## config.mk

```make
export PLATFORM = sky130hd
export DESIGN_NAME = esdi_sector_check_and_lba_flat
export DESIGN_NICKNAME = d
export VERILOG_FILES = /design/src/sv/esdi_scl_pkg.sv /design/src/sv/esdi_scl_if.sv /design/src/sv/esdi_scl_front.sv /design/src/sv/esdi_scl_fifo.sv /design/src/sv/esdi_scl_back.sv /design/src/sv/esdi_sector_check_and_lba.sv /design/src/flat_wrapper.sv
export SDC_FILE = /design/constraint.sdc
export NUM_CORES = 1
export LEC_CHECK = 0
export CAP_MARGIN = 40
export CORE_UTILIZATION = 40
export DETAILED_ROUTE_END_ITERATION = 8
export DONT_BUFFER_PORTS = 1
export SYNTH_ARGS = -nofsm -noshare
export SYNTH_HDL_FRONTEND = slang
export SYNTH_SLANG_ARGS = --single-unit
```

## constraint.sdc

```tcl
create_clock -name clk_i -period 8.8 [get_ports clk_i]
set_clock_uncertainty 0.05 [all_clocks]
set_input_delay 0.44 -clock clk_i [delete_from_list [all_inputs] [get_ports clk_i]]
set_output_delay 0.44 -clock clk_i [all_outputs]
set_load 0.05 [all_outputs]
```

## src/sv/esdi_scl_pkg.sv

```systemverilog
`default_nettype none

package esdi_scl_pkg;

  // Sector layout.
  localparam int unsigned ADDR_LEN     = 8;
  localparam int unsigned DATA_LEN     = 519;
  localparam int unsigned PAYLOAD_LEN  = 512;
  localparam int unsigned SECTOR_TOTAL = ADDR_LEN + DATA_LEN;
  localparam int unsigned POS_W        = $clog2(SECTOR_TOTAL + 1);

  // Queue between the front and back ends (power of two).
  localparam int unsigned QUEUE_DEPTH = 2;
  localparam int unsigned QPTR_W      = $clog2(QUEUE_DEPTH);
  localparam int unsigned QCNT_W      = $clog2(QUEUE_DEPTH + 1);

  localparam logic [15:0] HDR_POLY = 16'h1021;
  localparam logic [47:0] DAT_POLY = 48'h1818_1450_3011;

  // Configuration register indexes, taken from paddr[2].
  localparam logic REG_HEAD_COUNT = 1'b0;
  localparam logic REG_SECT_TRACK = 1'b1;

  typedef enum logic [1:0] {
    STATUS_OK       = 2'd0,
    STATUS_BAD_ADDR = 2'd1,
    STATUS_BAD_DATA = 2'd2
  } status_e;

  // What the back end has to do with one byte.
  typedef enum logic [3:0] {
    KIND_ADDR_FIRST  = 4'd0,
    KIND_ADDR_CYL_HI = 4'd1,
    KIND_ADDR_CYL_LO = 4'd2,
    KIND_ADDR_HEAD   = 4'd3,
    KIND_ADDR_SECT   = 4'd4,
    KIND_ADDR_OTHER  = 4'd5,
    KIND_DATA        = 4'd6,
    KIND_DATA_PAY    = 4'd7,
    KIND_DATA_LAST   = 4'd8
  } kind_e;

  typedef struct packed {
    logic [7:0] data;
    kind_e      kind;
  } scl_item_t;

  typedef struct packed {
    logic [7:0] head_count;
    logic [7:0] sectors_per_track;
  } scl_cfg_t;

  // MSB-first CRC-16 update with one byte.
  function automatic logic [15:0] crc16_byte(logic [15:0] crc, logic [7:0] b);
    logic [15:0] c;
    c = crc ^ {b, 8'h00};
    for (int i = 0; i < 8; i++) begin
      c = c[15] ? ({c[14:0], 1'b0} ^ HDR_POLY) : {c[14:0], 1'b0};
    end
    return c;
  endfunction

  // MSB-first CRC-48 update with one byte.
  function automatic logic [47:0] crc48_byte(logic [47:0] crc, logic [7:0] b);
    logic [47:0] c;
    c = crc ^ {b, 40'h0};
    for (int i = 0; i < 8; i++) begin
      c = c[47] ? ({c[46:0], 1'b0} ^ DAT_POLY) : {c[46:0], 1'b0};
    end
    return c;
  endfunction

endpackage

`default_nettype wire

```

## src/sv/esdi_scl_if.sv

```systemverilog
`default_nettype none

interface esdi_scl_in_if;
  logic       valid;
  logic       ready;
  logic [7:0] in_byte;
  logic       sector_start;

  modport source (output valid, output in_byte, output sector_start, input ready);
  modport sink   (input valid, input in_byte, input sector_start, output ready);
endinterface

interface esdi_scl_out_if;
  logic        valid;
  logic        ready;
  logic [7:0]  out_byte;
  logic [31:0] lba;
  logic [1:0]  status;
  logic        last;

  modport source (output valid, output out_byte, output lba, output status, output last,
                  input ready);
  modport sink   (input valid, input out_byte, input lba, input status, input last,
                  output ready);
endinterface

`default_nettype wire

```

## src/sv/esdi_scl_front.sv

```systemverilog
`default_nettype none

module esdi_scl_front import esdi_scl_pkg::*; (
  input  wire logic      clk_i,
  input  wire logic      rst_ni,
  esdi_scl_in_if.sink    in_ch,
  output     logic       push_valid_o,
  output     scl_item_t  push_item_o,
  input  wire logic      push_ready_i
);

  logic [POS_W-1:0] pos_q, pos_d;
  logic [POS_W-1:0] pos_eff;
  logic             live;
  logic             accept;
  kind_e            kind;

  // A start mark restarts the sector at any time.
  assign pos_eff = in_ch.sector_start ? '0 : pos_q;
  assign live    = pos_eff < POS_W'(SECTOR_TOTAL);
  assign accept  = in_ch.valid && in_ch.ready;

  assign in_ch.ready  = push_ready_i;
  assign push_valid_o = in_ch.valid && live;

  always_comb begin
    if (pos_eff == POS_W'(0)) begin
      kind = KIND_ADDR_FIRST;
    end else if (pos_eff == POS_W'(1)) begin
      kind = KIND_ADDR_CYL_HI;
    end else if (pos_eff == POS_W'(2)) begin
      kind = KIND_ADDR_CYL_LO;
    end else if (pos_eff == POS_W'(3)) begin
      kind = KIND_ADDR_HEAD;
    end else if (pos_eff == POS_W'(4)) begin
      kind = KIND_ADDR_SECT;
    end else if (pos_eff < POS_W'(ADDR_LEN)) begin
      kind = KIND_ADDR_OTHER;
    end else if (pos_eff == POS_W'(SECTOR_TOTAL - 1)) begin
      kind = KIND_DATA_LAST;
    end else if (pos_eff <= POS_W'(ADDR_LEN + PAYLOAD_LEN) && pos_eff != POS_W'(ADDR_LEN)) begin
      kind = KIND_DATA_PAY;
    end else begin
      kind = KIND_DATA;
    end
  end

  assign push_item_o.data = in_ch.in_byte;
  assign push_item_o.kind = kind;

  // Bytes past the end of a sector are taken and dropped.
  always_comb begin
    pos_d = pos_q;
    if (accept) begin
      pos_d = live ? pos_eff + POS_W'(1) : pos_eff;
    end
  end

  always_ff @(posedge clk_i or negedge rst_ni) begin
    if (!rst_ni) begin
      pos_q <= '0;
    end else begin
      pos_q <= pos_d;
    end
  end

endmodule

`default_nettype wire

```

## src/sv/esdi_scl_fifo.sv

```systemverilog
`default_nettype none

module esdi_scl_fifo import esdi_scl_pkg::*; (
  input  wire logic      clk_i,
  input  wire logic      rst_ni,
  input  wire logic      push_valid_i,
  input  wire scl_item_t push_item_i,
  output     logic       push_ready_o,
  output     logic       pop_valid_o,
  output     scl_item_t  pop_item_o,
  input  wire logic      pop_ready_i
);

  scl_item_t         mem_q [QUEUE_DEPTH];
  logic [QPTR_W-1:0] wr_q, rd_q;
  logic [QCNT_W-1:0] cnt_q, cnt_d;
  logic              push, pop;

  assign push_ready_o = cnt_q != QCNT_W'(QUEUE_DEPTH);
  assign pop_valid_o  = cnt_q != '0;
  assign pop_item_o   = mem_q[rd_q];
  assign push         = push_valid_i && push_ready_o;
  assign pop          = pop_valid_o && pop_ready_i;

  always_comb begin
    case ({push, pop})
      2'b10:   cnt_d = cnt_q + QCNT_W'(1);
      2'b01:   cnt_d = cnt_q - QCNT_W'(1);
      default: cnt_d = cnt_q;
    endcase
  end

  always_ff @(posedge clk_i or negedge rst_ni) begin
    if (!rst_ni) begin
      wr_q  <= '0;
      rd_q  <= '0;
      cnt_q <= '0;
    end else begin
      cnt_q <= cnt_d;
      if (push) begin
        wr_q <= wr_q + QPTR_W'(1);
      end
      if (pop) begin
        rd_q <= rd_q + QPTR_W'(1);
      end
    end
  end

  always_ff @(posedge clk_i) begin
    if (push) begin
      mem_q[wr_q] <= push_item_i;
    end
  end

endmodule

`default_nettype wire

```

## src/sv/esdi_scl_back.sv

```systemverilog
`default_nettype none

module esdi_scl_back import esdi_scl_pkg::*; (
  input  wire logic      clk_i,
  input  wire logic      rst_ni,
  input  wire scl_cfg_t  cfg_i,
  input  wire logic      q_valid_i,
  input  wire scl_item_t q_item_i,
  output     logic       q_ready_o,
  esdi_scl_out_if.source out_ch
);

  logic [15:0] hdr_crc_q, hdr_crc_d;
  logic [47:0] dat_crc_q, dat_crc_d;
  logic [15:0] cyl_q, cyl_d;
  logic [7:0]  head_q, head_d;
  logic [7:0]  sect_q, sect_d;

  // Product terms of the LBA, refreshed every cycle. Both the geometry and the
  // captured address settle long before the last byte of a sector.
  logic [15:0] hs_q;
  logic [15:0] head_prod_q;
  logic [31:0] cyl_prod_q;
  logic [31:0] lba;

  logic        out_valid_q, out_valid_d;
  logic [7:0]  out_byte_q, out_byte_d;
  logic [31:0] lba_q, lba_d;
  status_e     status_q, status_d;
  logic        last_q, last_d;

  logic        pop;
  logic [15:0] hdr_nxt;
  logic [47:0] dat_nxt;

  assign q_ready_o = !out_valid_q || out_ch.ready;
  assign pop       = q_valid_i && q_ready_o;
  assign hdr_nxt   = crc16_byte(hdr_crc_q, q_item_i.data);
  assign dat_nxt   = crc48_byte(dat_crc_q, q_item_i.data);
  assign lba       = cyl_prod_q + 32'(head_prod_q) + 32'(sect_q) - 32'd1;

  always_comb begin
    hdr_crc_d   = hdr_crc_q;
    dat_crc_d   = dat_crc_q;
    cyl_d       = cyl_q;
    head_d      = head_q;
    sect_d      = sect_q;
    out_valid_d = out_valid_q && !out_ch.ready;
    out_byte_d  = out_byte_q;
    lba_d       = lba_q;
    status_d    = status_q;
    last_d      = last_q;
    if (pop) begin
      unique case (q_item_i.kind)
        KIND_ADDR_FIRST: begin
          hdr_crc_d = crc16_byte(16'h0000, q_item_i.data);
          dat_crc_d = '0;
        end
        KIND_ADDR_CYL_HI: begin
          hdr_crc_d = hdr_nxt;
          cyl_d     = {q_item_i.data, cyl_q[7:0]};
        end
        KIND_ADDR_CYL_LO: begin
          hdr_crc_d = hdr_nxt;
          cyl_d     = {cyl_q[15:8], q_item_i.data};
        end
        KIND_ADDR_HEAD: begin
          hdr_crc_d = hdr_nxt;
          head_d    = q_item_i.data;
        end
        KIND_ADDR_SECT: begin
          hdr_crc_d = hdr_nxt;
          sect_d    = q_item_i.data;
        end
        KIND_ADDR_OTHER: begin
          hdr_crc_d = hdr_nxt;
        end
        KIND_DATA: begin
          dat_crc_d = dat_nxt;
        end
        KIND_DATA_PAY: begin
          dat_crc_d   = dat_nxt;
          out_valid_d = 1'b1;
          out_byte_d  = q_item_i.data;
          lba_d       = '0;
          status_d    = STATUS_OK;
          last_d      = 1'b0;
        end
        KIND_DATA_LAST: begin
          dat_crc_d   = dat_nxt;
          out_valid_d = 1'b1;
          out_byte_d  = '0;
          lba_d       = lba;
          last_d      = 1'b1;
          if (hdr_crc_q != '0) begin
            status_d = STATUS_BAD_ADDR;
          end else if (dat_nxt != '0) begin
            status_d = STATUS_BAD_DATA;
          end else begin
            status_d = STATUS_OK;
          end
        end
        default: begin
          hdr_crc_d = hdr_crc_q;
        end
      endcase
    end
  end

  always_ff @(posedge clk_i or negedge rst_ni) begin
    if (!rst_ni) begin
      out_valid_q <= 1'b0;
      hdr_crc_q   <= '0;
      dat_crc_q   <= '0;
      cyl_q       <= '0;
      head_q      <= '0;
      sect_q      <= '0;
    end else begin
      out_valid_q <= out_valid_d;
      hdr_crc_q   <= hdr_crc_d;
      dat_crc_q   <= dat_crc_d;
      cyl_q       <= cyl_d;
      head_q      <= head_d;
      sect_q      <= sect_d;
    end
  end

  always_ff @(posedge clk_i) begin
    out_byte_q  <= out_byte_d;
    lba_q       <= lba_d;
    status_q    <= status_d;
    last_q      <= last_d;
    hs_q        <= 16'(cfg_i.head_count) * 16'(cfg_i.sectors_per_track);
    head_prod_q <= 16'(head_q) * 16'(cfg_i.sectors_per_track);
    cyl_prod_q  <= 32'(cyl_q) * 32'(hs_q);
  end

  assign out_ch.valid    = out_valid_q;
  assign out_ch.out_byte = out_byte_q;
  assign out_ch.lba      = lba_q;
  assign out_ch.status   = status_q;
  assign out_ch.last     = last_q;

endmodule

`default_nettype wire

```

## src/sv/esdi_sector_check_and_lba.sv

```systemverilog
// Disk sector checker with LBA calculation.
//
// The in_ch channel takes one raw sector byte per item; sector_start marks the
// first byte of the address area and restarts the sector at any time. Each
// sector is 8 address bytes followed by 519 data bytes. The out_ch channel
// gives one item per payload byte (data bytes 1 to 512, last low), then one
// summary item with last high that carries the status and the LBA. Payload
// bytes are streamed before the data check, so the consumer must discard them
// when the summary status is not zero. Bytes after a finished sector without a
// start mark are taken and dropped.
//
// The block sustains one byte per cycle while out_ch does not stall. A byte
// taken from in_ch is written into the queue, then popped into the output
// register that drives out_ch. When out_ch stalls, the two-entry queue fills
// and in_ch.ready falls. Reset clears the position, the queue and the output
// valid flag and sets both geometry registers to 1. The geometry is written over
// the APB port at address 0 (head count) and 4 (sectors per track); the user
// must write it only while the block is idle; the block does not enforce it.
`default_nettype none

module esdi_sector_check_and_lba import esdi_scl_pkg::*; (
  input  wire logic        clk_i,
  input  wire logic        rst_ni,
  esdi_scl_in_if.sink      in_ch,
  esdi_scl_out_if.source   out_ch,
  input  wire logic        psel,
  input  wire logic        penable,
  input  wire logic        pwrite,
  input  wire logic [2:0]  paddr,
  input  wire logic [31:0] pwdata,
  output     logic [31:0]  prdata,
  output     logic         pready
);

  scl_cfg_t  cfg_q;
  logic      cfg_we;

  logic      push_valid, push_ready;
  scl_item_t push_item;
  logic      pop_valid, pop_ready;
  scl_item_t pop_item;

  // The configuration port never inserts wait states.
  assign pready = 1'b1;
  assign cfg_we = psel && penable && pwrite && pready;

  always_ff @(posedge clk_i or negedge rst_ni) begin
    if (!rst_ni) begin
      cfg_q.head_count        <= 8'd1;
      cfg_q.sectors_per_track <= 8'd1;
    end else if (cfg_we) begin
      if (paddr[2] == REG_HEAD_COUNT) begin
        cfg_q.head_count <= pwdata[7:0];
      end else begin
        cfg_q.sectors_per_track <= pwdata[7:0];
      end
    end
  end

  always_comb begin
    if (paddr[2] == REG_SECT_TRACK) begin
      prdata = {24'h0, cfg_q.sectors_per_track};
    end else begin
      prdata = {24'h0, cfg_q.head_count};
    end
  end

  // The front end tracks the byte position and tags each byte.
  esdi_scl_front u_front (
    .clk_i        (clk_i),
    .rst_ni       (rst_ni),
    .in_ch        (in_ch),
    .push_valid_o (push_valid),
    .push_item_o  (push_item),
    .push_ready_i (push_ready)
  );

  esdi_scl_fifo u_fifo (
    .clk_i        (clk_i),
    .rst_ni       (rst_ni),
    .push_valid_i (push_valid),
    .push_item_i  (push_item),
    .push_ready_o (push_ready),
    .pop_valid_o  (pop_valid),
    .pop_item_o   (pop_item),
    .pop_ready_i  (pop_ready)
  );

  // The back end runs both CRCs, captures the address and builds results.
  esdi_scl_back u_back (
    .clk_i     (clk_i),
    .rst_ni    (rst_ni),
    .cfg_i     (cfg_q),
    .q_valid_i (pop_valid),
    .q_item_i  (pop_item),
    .q_ready_o (pop_ready),
    .out_ch    (out_ch)
  );

endmodule

`default_nettype wire
```

## src/flat_wrapper.sv

```systemverilog
// flat-port wrapper written by rule: the top's interface ports become plain ports
module esdi_sector_check_and_lba_flat import esdi_scl_pkg::*;
  (clk_i, rst_ni, psel, penable, pwrite, paddr, pwdata, prdata, pready, in_ch_valid, in_ch_in_byte, in_ch_sector_start, in_ch_ready, out_ch_valid, out_ch_out_byte, out_ch_lba, out_ch_status, out_ch_last, out_ch_ready);
  esdi_scl_in_if in_ch_i ();
  esdi_scl_out_if out_ch_i ();
  input  wire logic clk_i;
  input  wire logic rst_ni;
  input  wire logic psel;
  input  wire logic penable;
  input  wire logic pwrite;
  input  wire logic [2:0] paddr;
  input  wire logic [31:0] pwdata;
  output     logic [31:0] prdata;
  output     logic pready;
  input wire logic [$bits(in_ch_i.valid)-1:0] in_ch_valid;
  input wire logic [$bits(in_ch_i.in_byte)-1:0] in_ch_in_byte;
  input wire logic [$bits(in_ch_i.sector_start)-1:0] in_ch_sector_start;
  output wire logic [$bits(in_ch_i.ready)-1:0] in_ch_ready;
  output wire logic [$bits(out_ch_i.valid)-1:0] out_ch_valid;
  output wire logic [$bits(out_ch_i.out_byte)-1:0] out_ch_out_byte;
  output wire logic [$bits(out_ch_i.lba)-1:0] out_ch_lba;
  output wire logic [$bits(out_ch_i.status)-1:0] out_ch_status;
  output wire logic [$bits(out_ch_i.last)-1:0] out_ch_last;
  input wire logic [$bits(out_ch_i.ready)-1:0] out_ch_ready;
  assign in_ch_i.valid = in_ch_valid;
  assign in_ch_i.in_byte = in_ch_in_byte;
  assign in_ch_i.sector_start = in_ch_sector_start;
  assign in_ch_ready = in_ch_i.ready;
  assign out_ch_valid = out_ch_i.valid;
  assign out_ch_out_byte = out_ch_i.out_byte;
  assign out_ch_lba = out_ch_i.lba;
  assign out_ch_status = out_ch_i.status;
  assign out_ch_last = out_ch_i.last;
  assign out_ch_i.ready = out_ch_ready;
  esdi_sector_check_and_lba u_core (.clk_i(clk_i), .rst_ni(rst_ni), .in_ch(in_ch_i), .out_ch(out_ch_i), .psel(psel), .penable(penable), .pwrite(pwrite), .paddr(paddr), .pwdata(pwdata), .prdata(prdata), .pready(pready));
endmodule
```

==> results.ini <==
[run]
cap_violations = 0

[setup_path]
arrival_ns = 7.29
crit_buf_inv = 5
critical-path-top-delay-family = adder cells
cp_slowest_cell = dfrtp_1
slowest_delay_ns = 0.82
crit_path_start_kind = register
critical_path_class = register to register
cp_cell_sequence = nand2_1, fa_1, fa_1, inv_1, fa_1, inv_1, fa_1, inv_1, fa_1, inv_1, fa_1, inv_1, ha_1, a21o_1, a21o_1, a221o_1, a21oi_1, a211oi_1, a31o_2, a31o_2, o41ai_1, xnor2_1
crit_path_end_kind = register
crit_cells = 22
reg2reg_depth = 22
crit_path_frequent_cell = fa_1
crit_required_ns = 9.17
cp_max_fo = 17

[cells_and_area]
drive_gt1_share_pct = 5.24
diodes = 0
nNetsFinal = 3222
areaGrowthSynthToFinish_pct = 8.29
fin_cells = 3518
final_util_pct = 43.8

[cts]
cts_tree = built
numCtsBuffers = 34
cts-root-buf = clkbuf_16
clkTransAtPathRegs_ns = 0.06
cts.path.max_buffers = 3
ctsResizeCount = 0
clock-sinks = 258
cts-htree-levels = 2
clk_latency_ns = 0.58

[logic_synthesis]
synthArstFlopShare_pct = 49.2
yosys_register_bits = 258
postSynthAreaPerCell_sq_um = 9.54
seq_area_frac_synth_pct = 25.4
yosysWarnings = 0
synth_flop_cell = dfrtp_1
syn_area_sq_mm = 0.0255
ys_types = 83
synth_edf_count = 67
synth_cells = 2668

[placement]
place_congestion = 0.868
dp_cells = 3438
hpwl_um = 44100
portBuffers = 0

[min_path]
whs_path_depth = 2
hold_class = input pin to register

[timing]
slew_violations = 0
worstMarginPinSlew_ns = 0.895
finalCritPeriodShare_pct = 78.6
grt_setup_unrepaired = false
max_freq_ghz = 0.145
setup_viol = 0
hold_viol_final = 0
finalCriticalPeriod_ns = 6.92
setup-tns-final_ns = 0
slew_headroom_pct = 38.6

[global_routing]
grt_max_degree = 128
grt_pass1_vias = 18200
grtUsageTotal_pct = 18.3
grt_pass1_wl_um = 94400
antenna_found_initial = 0
gr-total-overflow = 0

[routing]
first_pass_iters = 5
viasPerCell = 4.95
drcViolationCount = 0
wirelength_um = 57400
wl_per_cell_um = 16.3
drt-initial-drc-count = 1096
dr_total_vias = 17400
antenna_left = 0

[floorplanning]
dieArea_sq_mm = 0.0646
fp.dieW_um = 254
io_pins = 129
start_util_pct = 40.4
core_area_sq_mm = 0.0630
rows = 92
fp.dieH_um = 254

[outcome]
status = completed

[sequential cells by signal, summed over array words and instances, names as in the netlist]
name and flops:
u_core.u_back.dat_crc_q 48, u_core.u_back.cyl_prod_q 32, u_core.u_back.out_ch.lba 32, u_core.u_fifo.mem_q 24, u_core.cfg_q 16, u_core.u_back.cyl_q 16
u_core.u_back.hdr_crc_q 16, u_core.u_back.head_prod_q 16, u_core.u_back.hs_q 16, u_core.u_front.pos_q 10, u_core.u_back.head_q 8, u_core.u_back.out_ch.out_byte 8
u_core.u_back.sect_q 8, u_core.u_back.out_ch.status 2, u_core.u_fifo.cnt_q 2, u_core.u_back.out_ch.last 1, u_core.u_back.out_ch.valid 1, u_core.u_fifo.rd_q 1
u_core.u_fifo.wr_q 1
[worst paths after layout]
| check | startpoint | endpoint | slack, ns |
|---|---|---|---|
| setup / recovery | u_core.u_back.cyl_q[9]$_DFFE_PN0P_ | u_core.u_back.cyl_prod_q[31]$_DFF_P_ | 1.88 |
| hold / removal | out_ch_ready | u_core.u_back.out_ch.valid$_DFF_PN0_ | 0.07 |
| setup reg to reg | u_core.u_back.cyl_q[9]$_DFFE_PN0P_ | u_core.u_back.cyl_prod_q[31]$_DFF_P_ | 1.88 |
| hold reg to reg | u_core.u_back.sect_q[1]$_DFFE_PN0P_ | u_core.u_back.sect_q[1]$_DFFE_PN0P_ | 0.43 |
| max in group asynchronous | rst_ni | u_core.u_back.hdr_crc_q[7]$_DFFE_PN0P_ | 7.67 |
| min in group asynchronous | rst_ni | u_core.u_back.dat_crc_q[8]$_DFFE_PN0P_ | 0.52 |
[per-stage QoR]
stage / area (sq um) / hold WS (ns) / worst slack, ns
after floorplan: 25500 / 0.0944 / 2.46
after global placement: 26200 / 0.102 / 1.96
after detailed placement: 26200 / 0.103 / 1.89
after CTS: 27600 / 0.0449 / 1.87
after global routing: 27600 / 0.112 / 1.48
final: 27600 / 0.0735 / 1.88
[logic make-up after synthesis]
kind of cell	count (synthesis)	share of synthesized area (%)
buffers and inverters	526	8.29
and+or+nand+nor	781	14.6
other	2	0.0295
AOI/OAI and AO/OA	323	7.81
muxes	49	2.35
adders and majority gates	525	33.9
xor gates and xnor gates	204	7.59
DFF	258	25.4
[cells in the mapped netlist (all sizes together), types with 3 or more instances]
| cell type | n | area (sq um) |
|---|---|---|
| a211oi | 9 | 67.6 |
| or4 | 3 | 22.5 |
| a21boi | 3 | 22.5 |
| fa | 274 | 5490 |
| nor4 | 7 | 50.1 |
| a31oi | 11 | 68.8 |
| clkbuf | 82 | 308 |
| nor2 | 99 | 372 |
| o22ai | 4 | 25.0 |
| nand2b | 18 | 113 |
| edfxtp | 67 | 2010 |
| o2111ai | 3 | 26.3 |
| mux2 | 30 | 338 |
| and2 | 186 | 1160 |
| a22o | 3 | 26.3 |
| nor2b | 7 | 43.8 |
| o31ai | 5 | 37.5 |
| and3 | 11 | 70.1 |
| buf | 35 | 267 |
| a21oi | 60 | 300 |
| o41ai | 6 | 52.6 |
| dfrtp | 125 | 3130 |
| o21a | 18 | 135 |
| xnor2 | 123 | 1190 |
| nor3 | 30 | 155 |
| nand2 | 360 | 1350 |
| dfxtp | 64 | 1280 |
| a31o | 3 | 26.3 |
| o21ai | 134 | 671 |
| nor3b | 4 | 30.0 |
| o21bai | 7 | 52.6 |
| or3 | 8 | 50.1 |
| xor2 | 81 | 747 |
| ha | 251 | 3140 |
| inv | 409 | 1540 |
| a21o | 30 | 225 |
| nand4 | 12 | 81.3 |
| mux2i | 19 | 260 |
| nand3 | 25 | 125 |
[routing by layer]
layer  share of wire (%)  track usage [%]  vias to the layer above  routed length, um
met5                   0                0                        -                  0
met4                 2.3             5.30                        0               1320
met3                 4.4             2.52                       85               2540
met2                  47             31.0                      373              27100
met1                  46             24.4                     8544              26400
li1                    -                -                     8418                  -
[cell type report]
cell class / count / area, sq um
clock inverter: 15 / 238
timing repair buffer: 36 / 333
tap: 846 / 1060
inverter: 409 / 1540
clock buffer: 47 / 953
sequential: 258 / 6470
fill: 5986 / 35400
multi-input combinational: 1907 / 17000
[layout by cell type (no fill, tap or decap), drive strengths merged, types with 19 or more instances in the layout]
cell type | netlist | final
and2 | 186 | 186
a21oi | 60 | 60
nor3 | 30 | 30
nand2 | 360 | 360
fa | 274 | 274
buf | 35 | 19
clkbuf | 82 | 47
ha | 251 | 251
dfrtp | 125 | 125
mux2i | 19 | 19
nor2 | 99 | 99
edfxtp | 67 | 67
mux2 | 30 | 30
xor2 | 81 | 81
nand3 | 25 | 25
o21ai | 134 | 134
inv | 409 | 411
dfxtp | 64 | 64
xnor2 | 123 | 123
conb | 2 | 25
a21o | 30 | 30
[worst reg2reg max path: stages (launching register included)]
cell and delay, ns:
dfrtp_1 0.82, nand2_1 0.18, fa_1 0.52, fa_1 0.55, inv_1 0.06, fa_1 0.49
inv_1 0.05, fa_1 0.52, inv_1 0.05, fa_1 0.47, inv_1 0.05, fa_1 0.36
inv_1 0.07, ha_1 0.29, a21o_1 0.20, a21o_1 0.18, a221o_1 0.33, a21oi_1 0.29
a211oi_1 0.21, a31o_2 0.30, a31o_2 0.25, o41ai_1 0.36, xnor2_1 0.12
[repair_timing]
item                                   4_1_cts  5_1_grt
hold buffers                                18        0
endpoints found under the hold margin      159        0
buffers inserted                             0        0
Power is left out: the tool's default activity adds up to more than one toggle a clock period on the data nets, which glitch-free logic cannot reach.
